$ cat src/rtl/ats_pkg.sv
// Shared types and constants of the assembly token scanner.
package ats_pkg;

	// Fixed widths of the request and result fields.
	localparam int CHAR_W  = 8;
	localparam int KIND_W  = 4;
	localparam int START_W = 32;
	localparam int LEN_W   = 16;
	localparam int LINE_W  = 24;

	// Default configuration of the top level.
	localparam int OFFSET_BITS_DEF = 32;
	localparam int LENGTH_BITS_DEF = 16;

	// Depth of the result queue; a power of two, at least two.
	localparam int FIFO_DEPTH = 4;

	localparam logic [LINE_W-1:0] LINE_MAX = '1;

	// Token kinds as reported on the result channel.
	typedef enum logic [KIND_W-1:0] {
		K_COMMA     = 4'd0,
		K_DIRECTIVE = 4'd1,
		K_QUOTED    = 4'd2,
		K_WORDLIST  = 4'd3,
		K_REGISTER  = 4'd4,
		K_LABELDEF  = 4'd5,
		K_IDENT     = 4'd6,
		K_IMMEDIATE = 4'd7,
		K_ERROR     = 4'd8,
		K_EOF       = 4'd9
	} tok_kind_t;

	// One source request.
	typedef struct packed {
		logic [CHAR_W-1:0] char_byte;
		logic              end_of_input;
	} char_item_t;

	// One result item.
	typedef struct packed {
		logic [KIND_W-1:0]  token_kind;
		logic [START_W-1:0] start_offset;
		logic [LEN_W-1:0]   lexeme_length;
		logic [LINE_W-1:0]  line_number;
		logic               last_of_run;
	} token_item_t;

	// Write strobes from the scanner into the result queue.
	typedef struct packed {
		logic wr0;
		logic wr1;
	} fifo_push_t;

	// Queue status seen by the scanner.
	typedef struct packed {
		logic room_two;
	} fifo_stat_t;

endpackage

$ cat src/rtl/ats_char_if.sv
// Source byte channel of the token scanner.
interface ats_char_if;
	logic                valid;
	logic                ready;
	ats_pkg::char_item_t data;

	modport source (output valid, output data, input ready);
	modport sink (input valid, input data, output ready);
endinterface

$ cat src/rtl/ats_token_if.sv
// Token result channel of the token scanner.
interface ats_token_if;
	logic                 valid;
	logic                 ready;
	ats_pkg::token_item_t data;

	modport source (output valid, output data, input ready);
	modport sink (input valid, input data, output ready);
endinterface

$ cat src/rtl/assembly_token_scanner.sv
// Path: an accepted request is held in the input register, and its results are written
// into the result queue, whose head drives the result port.
// Throughput: one request per cycle while the queue has room for two results; a request
// that yields two results shares the single result port of the queue, so such streams run slower.
// Reset: asynchronous; mode idle, position 0, token start 0, line 1, queue empty.
// After the end mark further bytes give nothing and each end mark gives one eof.
module assembly_token_scanner #(
	parameter int OFFSET_BITS = ats_pkg::OFFSET_BITS_DEF,
	parameter int LENGTH_BITS = ats_pkg::LENGTH_BITS_DEF
) (
	input logic       clk,
	input logic       arst_n,
	ats_char_if.sink  char_in,
	ats_token_if.source token_out
);

	localparam int CHAR_W  = ats_pkg::CHAR_W;
	localparam int START_W = ats_pkg::START_W;
	localparam int LEN_W   = ats_pkg::LEN_W;
	localparam int LINE_W  = ats_pkg::LINE_W;

	localparam logic [CHAR_W-1:0] C_NL    = 8'h0A;
	localparam logic [CHAR_W-1:0] C_SEMI  = 8'h3B;
	localparam logic [CHAR_W-1:0] C_COMMA = 8'h2C;
	localparam logic [CHAR_W-1:0] C_DOT   = 8'h2E;
	localparam logic [CHAR_W-1:0] C_QUOTE = 8'h22;
	localparam logic [CHAR_W-1:0] C_LBR   = 8'h7B;
	localparam logic [CHAR_W-1:0] C_RBR   = 8'h7D;
	localparam logic [CHAR_W-1:0] C_DOLL  = 8'h24;
	localparam logic [CHAR_W-1:0] C_UNDER = 8'h5F;
	localparam logic [CHAR_W-1:0] C_COLON = 8'h3A;

	typedef enum logic [2:0] {
		M_IDLE,
		M_COMMENT,
		M_DIRECTIVE,
		M_QUOTED,
		M_WORDLIST,
		M_REGISTER,
		M_WORD,
		M_IMMEDIATE
	} mode_t;

	// Outcome of scanning one byte from idle mode.
	typedef struct packed {
		mode_t                  mode;
		logic                   load_start;
		logic [OFFSET_BITS-1:0] start;
		logic                   comma;
	} idle_res_t;

	function automatic logic is_ws(input logic [CHAR_W-1:0] c);
		return (c == 8'h20) || ((c >= 8'h09) && (c <= 8'h0D));
	endfunction

	function automatic logic is_alpha(input logic [CHAR_W-1:0] c);
		return ((c >= 8'h61) && (c <= 8'h7A)) || ((c >= 8'h41) && (c <= 8'h5A));
	endfunction

	function automatic logic is_alnum(input logic [CHAR_W-1:0] c);
		return is_alpha(c) || ((c >= 8'h30) && (c <= 8'h39));
	endfunction

	function automatic idle_res_t idle_decode(input logic [CHAR_W-1:0] c,
			input logic [OFFSET_BITS-1:0] cur);
		idle_res_t r;
		r.mode       = M_IDLE;
		r.load_start = 1'b0;
		r.start      = cur;
		r.comma      = 1'b0;
		if (is_ws(c)) begin
			r.mode = M_IDLE;
		end else if (c == C_SEMI) begin
			r.mode = M_COMMENT;
		end else if (c == C_COMMA) begin
			r.comma = 1'b1;
		end else if (c == C_DOT || c == C_QUOTE || c == C_LBR) begin
			// The opening delimiter is not part of the lexeme.
			r.mode       = (c == C_DOT) ? M_DIRECTIVE :
					(c == C_QUOTE) ? M_QUOTED : M_WORDLIST;
			r.load_start = 1'b1;
			r.start      = OFFSET_BITS'(cur + 1'b1);
		end else if (c == C_DOLL) begin
			r.mode       = M_REGISTER;
			r.load_start = 1'b1;
		end else if (is_alpha(c) || c == C_UNDER) begin
			r.mode       = M_WORD;
			r.load_start = 1'b1;
		end else begin
			r.mode       = M_IMMEDIATE;
			r.load_start = 1'b1;
		end
		return r;
	endfunction

	// Input register and scanner state.
	logic                   valid_s1;
	ats_pkg::char_item_t    item_s1;
	mode_t                  mode_q;
	logic [OFFSET_BITS-1:0] pos_q;
	logic [OFFSET_BITS-1:0] start_q;
	logic [LINE_W-1:0]      line_q;
	logic                   done_q;

	mode_t                  mode_d;
	logic [OFFSET_BITS-1:0] pos_d;
	logic [OFFSET_BITS-1:0] start_d;
	logic [LINE_W-1:0]      line_d;
	logic                   done_d;

	logic                   wr0_c;
	logic                   wr1_c;
	ats_pkg::token_item_t   r0;
	ats_pkg::token_item_t   r1;
	ats_pkg::fifo_push_t    push;
	ats_pkg::fifo_stat_t    stat;
	logic                   advance;
	logic                   accept;
	idle_res_t              idl;
	logic [CHAR_W-1:0]      c;
	logic [OFFSET_BITS-1:0] span;
	logic [LENGTH_BITS-1:0] len_sat;
	logic [LEN_W-1:0]       tok_len;
	logic [START_W-1:0]     tok_start;
	logic [START_W-1:0]     cur_start;

	assign advance       = valid_s1 && stat.room_two;
	assign char_in.ready = !valid_s1 || advance;
	assign accept        = char_in.valid && char_in.ready;

	// Lexeme length of the current token, saturated.
	assign span = OFFSET_BITS'(pos_q - start_q);
	if (OFFSET_BITS > LENGTH_BITS) begin : g_sat
		assign len_sat = (|span[OFFSET_BITS-1:LENGTH_BITS]) ? '1 : span[LENGTH_BITS-1:0];
	end else begin : g_nosat
		assign len_sat = LENGTH_BITS'(span);
	end
	assign tok_len   = LEN_W'(len_sat);
	assign tok_start = START_W'(start_q);
	assign cur_start = START_W'(pos_q);

	assign c   = item_s1.char_byte;
	assign idl = idle_decode(c, pos_q);

	// Next state and the results of the request held in stage one.
	always_comb begin
		mode_d  = mode_q;
		pos_d   = pos_q;
		start_d = start_q;
		line_d  = line_q;
		done_d  = done_q;
		wr0_c   = 1'b0;
		wr1_c   = 1'b0;
		r0.token_kind    = ats_pkg::K_EOF;
		r0.start_offset  = tok_start;
		r0.lexeme_length = tok_len;
		r1.token_kind    = ats_pkg::K_COMMA;
		r1.start_offset  = cur_start;
		r1.lexeme_length = LEN_W'(1);

		if (item_s1.end_of_input) begin
			// End mark: error for an open token, then eof.
			mode_d = M_IDLE;
			done_d = 1'b1;
			wr0_c  = 1'b1;
			if (!done_q && mode_q != M_IDLE && mode_q != M_COMMENT) begin
				r0.token_kind    = ats_pkg::K_ERROR;
				wr1_c            = 1'b1;
				r1.token_kind    = ats_pkg::K_EOF;
				r1.start_offset  = cur_start;
				r1.lexeme_length = '0;
			end else begin
				r0.token_kind    = ats_pkg::K_EOF;
				r0.start_offset  = cur_start;
				r0.lexeme_length = '0;
			end
		end else if (!done_q) begin
			pos_d = OFFSET_BITS'(pos_q + 1'b1);
			if (c == C_NL && line_q != ats_pkg::LINE_MAX) begin
				line_d = LINE_W'(line_q + 1'b1);
			end
			unique case (mode_q)
				M_IDLE: begin
					mode_d = idl.mode;
					if (idl.load_start) begin
						start_d = idl.start;
					end
					wr0_c            = idl.comma;
					r0.token_kind    = ats_pkg::K_COMMA;
					r0.start_offset  = cur_start;
					r0.lexeme_length = LEN_W'(1);
				end
				M_COMMENT: begin
					if (c == C_NL) begin
						mode_d = M_IDLE;
					end
				end
				M_DIRECTIVE: begin
					if (is_ws(c)) begin
						wr0_c         = 1'b1;
						r0.token_kind = ats_pkg::K_DIRECTIVE;
						mode_d        = M_IDLE;
					end
				end
				M_QUOTED: begin
					if (c == C_QUOTE) begin
						wr0_c         = 1'b1;
						r0.token_kind = ats_pkg::K_QUOTED;
						mode_d        = M_IDLE;
					end
				end
				M_WORDLIST: begin
					if (c == C_RBR) begin
						wr0_c         = 1'b1;
						r0.token_kind = ats_pkg::K_WORDLIST;
						mode_d        = M_IDLE;
					end
				end
				M_REGISTER: begin
					// The terminator is scanned again from idle.
					if (is_ws(c) || c == C_COMMA) begin
						wr0_c         = 1'b1;
						r0.token_kind = ats_pkg::K_REGISTER;
						mode_d        = idl.mode;
						wr1_c         = idl.comma;
					end
				end
				M_WORD: begin
					// The terminator is consumed here.
					if (!(is_alnum(c) || c == C_UNDER)) begin
						wr0_c         = 1'b1;
						r0.token_kind = (c == C_COLON) ? ats_pkg::K_LABELDEF :
								ats_pkg::K_IDENT;
						mode_d        = M_IDLE;
					end
				end
				M_IMMEDIATE: begin
					// The terminator is scanned again from idle.
					if (!is_alnum(c)) begin
						wr0_c         = 1'b1;
						r0.token_kind = ats_pkg::K_IMMEDIATE;
						mode_d        = idl.mode;
						if (idl.load_start) begin
							start_d = idl.start;
						end
						wr1_c = idl.comma;
					end
				end
			endcase
		end

		r0.line_number = line_d;
		r1.line_number = line_d;
		r0.last_of_run = !wr1_c;
		r1.last_of_run = 1'b1;
	end

	assign push.wr0 = advance && wr0_c;
	assign push.wr1 = advance && wr1_c;

	// Input register.
	always_ff @(posedge clk) begin
		if (accept) begin
			item_s1 <= char_in.data;
		end
	end

	// Stage valid and scanner state.
	always_ff @(posedge clk or negedge arst_n) begin
		if (!arst_n) begin
			valid_s1 <= 1'b0;
			mode_q   <= M_IDLE;
			pos_q    <= '0;
			start_q  <= '0;
			line_q   <= LINE_W'(1);
			done_q   <= 1'b0;
		end else begin
			if (accept) begin
				valid_s1 <= 1'b1;
			end else if (advance) begin
				valid_s1 <= 1'b0;
			end
			if (advance) begin
				mode_q  <= mode_d;
				pos_q   <= pos_d;
				start_q <= start_d;
				line_q  <= line_d;
				done_q  <= done_d;
			end
		end
	end

	// Queue between the scanner and the result channel.
	ats_result_fifo #(
		.DEPTH(ats_pkg::FIFO_DEPTH)
	) u_fifo (
		.clk       (clk),
		.arst_n    (arst_n),
		.push      (push),
		.d0        (r0),
		.d1        (r1),
		.stat      (stat),
		.token_out (token_out)
	);

endmodule

$ cat src/rtl/ats_result_fifo.sv
// Result queue: takes up to two results a cycle and presents one at a time.
module ats_result_fifo #(
	parameter int DEPTH = ats_pkg::FIFO_DEPTH
) (
	input  logic                 clk,
	input  logic                 arst_n,
	input  ats_pkg::fifo_push_t  push,
	input  ats_pkg::token_item_t d0,
	input  ats_pkg::token_item_t d1,
	output ats_pkg::fifo_stat_t  stat,
	ats_token_if.source          token_out
);

	localparam int PTR_W = $clog2(DEPTH);
	localparam int CNT_W = $clog2(DEPTH + 1);

	ats_pkg::token_item_t mem_q [DEPTH];
	logic [PTR_W-1:0] wr_ptr_q;
	logic [PTR_W-1:0] rd_ptr_q;
	logic [CNT_W-1:0] count_q;
	logic [CNT_W-1:0] count_after_pop;
	logic [PTR_W-1:0] wr_ptr_nxt;
	logic             pop;

	// Head of the queue drives the result channel.
	assign token_out.valid = (count_q != '0);
	assign token_out.data  = mem_q[rd_ptr_q];
	assign pop             = token_out.valid && token_out.ready;

	// Room for two new results once this cycle's pop is counted.
	assign count_after_pop = count_q - CNT_W'(pop);
	assign stat.room_two   = (count_after_pop <= CNT_W'(DEPTH - 2));
	assign wr_ptr_nxt      = PTR_W'(wr_ptr_q + 1'b1);

	// Storage for the queued results.
	always_ff @(posedge clk) begin
		if (push.wr0) begin
			mem_q[wr_ptr_q] <= d0;
		end
		if (push.wr1) begin
			mem_q[wr_ptr_nxt] <= d1;
		end
	end

	// Pointers and fill count.
	always_ff @(posedge clk or negedge arst_n) begin
		if (!arst_n) begin
			wr_ptr_q <= '0;
			rd_ptr_q <= '0;
			count_q  <= '0;
		end else begin
			wr_ptr_q <= PTR_W'(wr_ptr_q + PTR_W'(push.wr0) + PTR_W'(push.wr1));
			if (pop) begin
				rd_ptr_q <= PTR_W'(rd_ptr_q + 1'b1);
			end
			count_q <= CNT_W'(count_after_pop + CNT_W'(push.wr0) + CNT_W'(push.wr1));
		end
	end

endmodule
$ cat src/flat_wrapper.sv
// flat-port wrapper written by rule: the top's interface ports become plain ports
module assembly_token_scanner_flat 
#(
	parameter int OFFSET_BITS = ats_pkg::OFFSET_BITS_DEF,
	parameter int LENGTH_BITS = ats_pkg::LENGTH_BITS_DEF
)
  (clk, arst_n, char_in_valid, char_in_data, char_in_ready, token_out_valid, token_out_data, token_out_ready);
  ats_char_if char_in_i ();
  ats_token_if token_out_i ();
  input logic clk;
  input logic arst_n;
  input wire logic [$bits(char_in_i.valid)-1:0] char_in_valid;
  input wire logic [$bits(char_in_i.data)-1:0] char_in_data;
  output wire logic [$bits(char_in_i.ready)-1:0] char_in_ready;
  output wire logic [$bits(token_out_i.valid)-1:0] token_out_valid;
  output wire logic [$bits(token_out_i.data)-1:0] token_out_data;
  input wire logic [$bits(token_out_i.ready)-1:0] token_out_ready;
  assign char_in_i.valid = char_in_valid;
  assign char_in_i.data = char_in_data;
  assign char_in_ready = char_in_i.ready;
  assign token_out_valid = token_out_i.valid;
  assign token_out_data = token_out_i.data;
  assign token_out_i.ready = token_out_ready;
  assembly_token_scanner #(.OFFSET_BITS(OFFSET_BITS), .LENGTH_BITS(LENGTH_BITS)) u_core (.clk(clk), .arst_n(arst_n), .char_in(char_in_i), .token_out(token_out_i));
endmodule
$ cat config.mk
export PLATFORM = sky130hd
export DESIGN_NAME = assembly_token_scanner_flat
export DESIGN_NICKNAME = d
export VERILOG_FILES = /design/src/rtl/ats_pkg.sv /design/src/rtl/ats_char_if.sv /design/src/rtl/ats_token_if.sv /design/src/rtl/assembly_token_scanner.sv /design/src/rtl/ats_result_fifo.sv /design/src/flat_wrapper.sv
export SDC_FILE = /design/constraint.sdc
export NUM_CORES = 1
export LEC_CHECK = 0
export BUFFER_PORTS_ARGS = -buffer_cell sky130_fd_sc_hd__buf_2
export CAP_MARGIN = 30
export CORE_MARGIN = 1
export CORE_UTILIZATION = 45
export CTS_CLUSTER_DIAMETER = 80
export DETAILED_ROUTE_END_ITERATION = 8
export GPL_ROUTABILITY_DRIVEN = 0
export MAX_ROUTING_LAYER = met4
export PLACE_DENSITY = 0.61
export SLEW_MARGIN = 20
export SYNTH_ARGS = -nofsm -noshare
export SYNTH_HDL_FRONTEND = slang
export SYNTH_SLANG_ARGS = --single-unit
$ cat constraint.sdc
create_clock -name clk -period 8.9 [get_ports clk]
set_clock_uncertainty 0.15 [all_clocks]
set_input_delay 1.78 -clock clk [delete_from_list [all_inputs] [get_ports clk]]
set_output_delay 1.78 -clock clk [all_outputs]
set_load 0.03 [all_outputs]
After elaboration in Yosys (flattened, before gate mapping). Memory sizes are Yosys's and may differ from the RTL's. Index checks and enable logic that the tools add are counted.

Register bits after elaboration: 109. Memories: 1. RAM bits: 308.

Muxes and demuxes: 65. Reductions and logical operators: 34. Bitwise gates (word level): 2. $lt $le $gt $ge: 9. Equal/unequal tests: 29. Add/sub/neg operators: 10.

Memories: u_core.u_fifo.mem_q (words 4, width 77, read ports 1, clocked after Yosys merged registers in 0, write ports 2, RTL line ats_result_fifo.sv:17) `ats_pkg::token_item_t mem_q [DEPTH];`.

Operators with widths (count): 52-bit two-way mux (4); 32-bit two-way mux (3); 48-bit two-way mux (2); 24-bit two-way mux (3); 34-bit two-way mux (2); 32-bit case mux with 2 select lines (1); 8-bit by 6-bit equality test with 1-bit output (second input constant) (7); 3-bit two-way mux (14); 36-bit two-way mux (1); 32-bit by 1-bit adder with 32-bit output (second input constant) (1); 32-bit subtractor (1); 4-bit two-way mux (7); 4-bit case mux with 7 select lines (1); 24-bit by 1-bit adder with 24-bit output (second input constant) (1); 8-bit by 7-bit equality test with 1-bit output (second input constant) (3); 24-bit != test (second input constant) (1); 3-bit case mux with 8 select lines (1); 1-bit two-way mux (21); 3-bit by 1-bit != test with 1-bit output (second input constant) (6); 8-bit by 7-bit >= comparator with 1-bit output (second input constant) (2); 8-bit by 7-bit less-or-equal comparator with 1-bit output (second input constant) (2); 16-bit two-way mux (1); 16-bit OR reduction (1); 3-bit equality test (second input constant) (4); 29 further kinds (59).

Longest topological paths before layout.
Depth after elaboration: 17. Gate-level depth with buffers: 16.

Hierarchy. A second synthesis with hierarchy kept.

Cells, all modules: 1780. Area, all modules: 23177.2 um^2.

By module, submodules not included: ats_result_fifo (instances 1, area each 15243.4 um^2, seq. area each 9424.0 um^2, cells an instance 785); assembly_token_scanner (instances 1, area each 7933.9 um^2, seq. area each 2598.7 um^2, cells an instance 995).

Worst setup path before layout. Ideal clock, no wire load.

Path type: input-to-reg. Start point: in token_out_ready. End point: mem u_core.u_fifo.mem_q[2][10] (netlist bit), enable pin. Cell stages on the path: 14. Slack: 3.340 ns. Path buffers: 3. Data required time: 8.336 ns. Arrival time: 4.996 ns. Cell sequence: and2_1 ha_1 ha_1 xnor2_1 o21a_1 and2_1 clkbuf_1 o21ai_0 inv_1 nand3_2 and2_1 clkbuf_1 buf_2 inv_1.

RTL lines: start, declared (RTL line flat_wrapper.sv:17) `input wire logic [$bits(token_out_i.ready)-1:0] token_out_ready;`; end, declared (RTL line ats_result_fifo.sv:17).

==> results by group <==
Pwr
  – Total power draw: between 7 and 8 mW
  – Switching share of power: 38.9%
  – Maximum vdd ir drop: ~0.15 mV
  – Internal: roughly 4.5 mW
  – Leak: slightly above 9 nW
  – Net Sw Power: 2.84 mW
  – Clock power share: between 20% and 30%
  – PwrDens: roughly 300 nW/µm²
  – Sequential power share: a little over a third
  – Combinational share of power: 38.5%

Drt
  – Drt via density: ~6.0
  – Final wirelength: 60000 µm
  – DR vias: about 16000
  – DRC violations left: 0
  – DR iter-0 viols: 1228
  – DRT antenna net count: 0
  – DR WL/cell: approximately 23 µm
  – DR pass1 iterations: 6

Global route
  – Global Route Usage Sum: 25.2%
  – Vias in the first global route: between 15000 and 20000
  – Grt ovf: 0
  – Initial antenna violation count: 1
  – Largest net degree at the start of global routing: 65
  – First-pass GRT wire length: between 90000 and 100000 µm

Synthesis
  – Distinct cells, synth: just under 90
  – Register area share after synthesis: between 50 and 60%
  – Syn nets: roughly 2000
  – EDFF count, synth: roughly 250
  – Synth Area in Compound Gates: ~14%
  – Simple-gate share of the synthesized area: 14.9%
  – Ys Warns: 0
  – Post-Synth Adder-Cell Area: 2.33%
  – Main combinational cell family by area after synthesis: simple AND/OR/NAND/NOR gates
  – Post-synthesis area per instance: between 10 and 15 µm²
  – Yosys reg bits: ~420
  – Mux contribution to synthesized area: under 10%
  – Mapped Cells: 1940
  – Synth Cell Area: 21900 µm²
  – Asr flop ratio synth: between 20% and 30%
  – Xor-xnor portion of the synthesized cell area: under 10%
  – Ys flop type: edfxtp_1

Timing
  – Post-route minimum period: approximately 5.4 ns
  – Fmax: roughly 0.19 GHz
  – Final Hold Vio Count: 0
  – Setup-failing EPs final: 0
  – Period utilisation layout: about three fifths
  – RSZ-0062 raised after global routing: no
  – Slew Limit Fails: 0
  – Worst-Margin Slew: approximately 0.92 ns
  – Setup TNS: 0 ns
  – Max-slew headroom: between 30% and 40%

Setup path
  – CP Launch Type: primary input
  – WP data required: 8.96 ns
  – Worst Path Max Fanout: 35
  – Critical path type: in -> reg
  – CP endpoint kind: register
  – CP arrival: between 5 and 6 ns

Cells and area
  – Layout area overhead: 10.8%
  – Fillers: roughly 4200
  – Fin nets: ~2000
  – Commonest non-fill, non-tap cell in the layout: edfxtp_1
  – # diodes: 0
  – Commonest non-fill, non-tap cells in the layout: edfxtp_1 (245), nor2_1 (193), nand2_1 (183), a22o_1 (97), dfrtp_1 (97)
  – Share of layout cells above drive strength 1: around 18%
  – Design Area, Final: between 20000 and 25000 µm²

Floorplan
  – Die Span Y: 223 µm
  – Initial core utilization: 45.8%
  – Die Width: between 200 and 250 µm
  – Die area: a little under 50000 µm²
  – Core area: 47800 µm²
  – # IOs: a little over 90
  – Row cnt: 80

Clock tree
  – TritonCTS Sinks: approximately 420
  – CTS clock-pin slew for the worst setup and hold paths: 0.06 ns
  – Skew-Pair Late Insertion Delay: 0.58 ns
  – CTS Root Cell: clkbuf_16
  – Postcts setup bufs: 0
  – Clock Path Buffers: 3
  – H-Tree Level Count: 2
  – CTS buffer count: 45
  – Post-CTS sizing: 0
  – CTS tree: done
  – Hold_buf cts: 0

Outcome
  – Outcome: completed

Place
  – Placed Instance Area: roughly 23000 µm²
  – I/O Buffers: 91
  – HPWL Detailed: between 30000 and 40000 µm

Run
  – Max cap viols: 0

Hold path
  – Hold WC Path Type: reg -> reg
-- kinds of logic (layout without fill, tap and decap cells) --
group,after synthesis,after routing
simple gates,651,651
flops,417,417
compound gates,408,408
buf+inv,210,260
xor+xnor,128,128
mux,87,87
fa+ha+maj,39,39
-- metrics by stage --
| stage | hold WS (ns) | setup WS (ns) | std cells | util (%) |
|---|---|---|---|---|
| floorplan | 0.279 | 3.34 | 1940 | - |
| global placement | 0.291 | 3.09 | 2516 | 47.5 |
| detailed placement | 0.303 | 2.98 | 2520 | 47.6 |
| CTS | 0.320 | 3.58 | 2604 | 50.7 |
| global route | 0.335 | 3.27 | 2605 | 50.8 |
| finish | 0.321 | 3.54 | 2605 | 50.8 |
-- final timing paths --
kind / start / endpoint / slack (ns) / cells after the start
max: token_out_ready / u_core.u_fifo.mem_q[2][62]$_DFFE_PP_ / 3.54 / 13
min: u_core.u_fifo.mem_q[0][0]$_SDFFE_PP1N_ / u_core.u_fifo.mem_q[0][0]$_SDFFE_PP1N_ / 0.32 / 1
max reg2reg: u_core.u_fifo.count_q[0]$_DFF_PN0_ / u_core.u_fifo.mem_q[2][62]$_DFFE_PP_ / 4.04 / 13
min reg2reg: u_core.u_fifo.mem_q[0][0]$_SDFFE_PP1N_ / u_core.u_fifo.mem_q[0][0]$_SDFFE_PP1N_ / 0.32 / 1
max in group asynchronous: arst_n / u_core.u_fifo.rd_ptr_q[1]$_DFFE_PN0P_ / 6.39 / 3
min in group asynchronous: arst_n / u_core.start_q[28]$_DFFE_PN0P_ / 1.03 / 1
-- synthesized netlist by cell type (all sizes together), types with 10 or more instances --
master,number,area (µm²)
clkbuf,93,349
xnor2,69,604
a22o,97,850
ha,36,450
dfxtp,72,1440
xor2,59,517
nand4,34,213
nor2,197,747
a22oi,54,405
buf,59,339
inv,58,218
edfxtp,245,7360
nand2,185,699
and3,17,106
o21ai,107,588
a21o,10,76.3
a21oi,49,249
mux4,77,1730
nor3,29,145
or3,10,67.6
o21a,12,90.1
dfrtp,99,2480
and2,13,83.8
nand2b,10,62.6
nor2b,18,113
nand3,93,671
-- power groups by stage --
| stage | combinational (mW) | sequential [mW] | clock [mW] |
|---|---|---|---|
| 2_1_floorplan | 2.11 | 2.45 | 0 |
| 3_3_place_gp | 2.79 | 2.63 | 0 |
| 3_5_place_dp | 2.82 | 2.64 | 0 |
| 4_1_cts | 2.84 | 2.60 | 1.92 |
| 5_1_grt | 2.98 | 2.64 | 1.99 |
| 6_report | 2.81 | 2.60 | 1.89 |
-- flip-flops by register name, indices dropped and copies added (netlist names) --
name / cells
u_core.c: 8
u_core.cur_start: 32
u_core.done_q: 1
u_core.item_s1: 1
u_core.line_q: 24
u_core.mode_q: 3
u_core.start_q: 32
u_core.u_fifo.count_q: 3
u_core.u_fifo.mem_q: 308
u_core.u_fifo.rd_ptr_q: 2
u_core.u_fifo.wr_ptr_q: 2
u_core.valid_s1: 1
-- worst max-delay path, cell delays in order --
cell and delay (ns):
buf_2 0.09, and2_1 0.16, ha_1 0.19, ha_1 0.20, xnor2_1 0.27, o21a_1 0.19
nand2_1 0.34, a21o_1 0.38, inv_1 0.17, nand2_1 0.21, and2_1 0.25, inv_2 0.52
buf_4 0.63
-- final cells by class --
class | count | area [µm²] | area share (%)
Tap cell | 615 | 769 | 3.17
Clock buffer | 62 | 1260 | 5.20
Clock inverter | 22 | 213 | 0.876
Sequential cell | 417 | 11300 | 46.6
Timing Repair Buffer | 118 | 721 | 2.97
Multi-Input combinational cell | 1313 | 9790 | 40.3
Inverter | 58 | 218 | 0.896
-- routing by layer --
| metal | routed length, µm | GRT usage [%] | up-vias | part of all wire [%] |
|---|---|---|---|---|
| li1 | - | - | 7194 | - |
| met1 | 25300 | 31.9 | 7855 | 42 |
| met2 | 29300 | 41.1 | 519 | 49 |
| met3 | 3420 | 3.70 | 135 | 5.7 |
| met4 | 2000 | 9.23 | 0 | 3.3 |
| met5 | 0 | - | - | 0 |
Power figures use the tool's default switching activity.
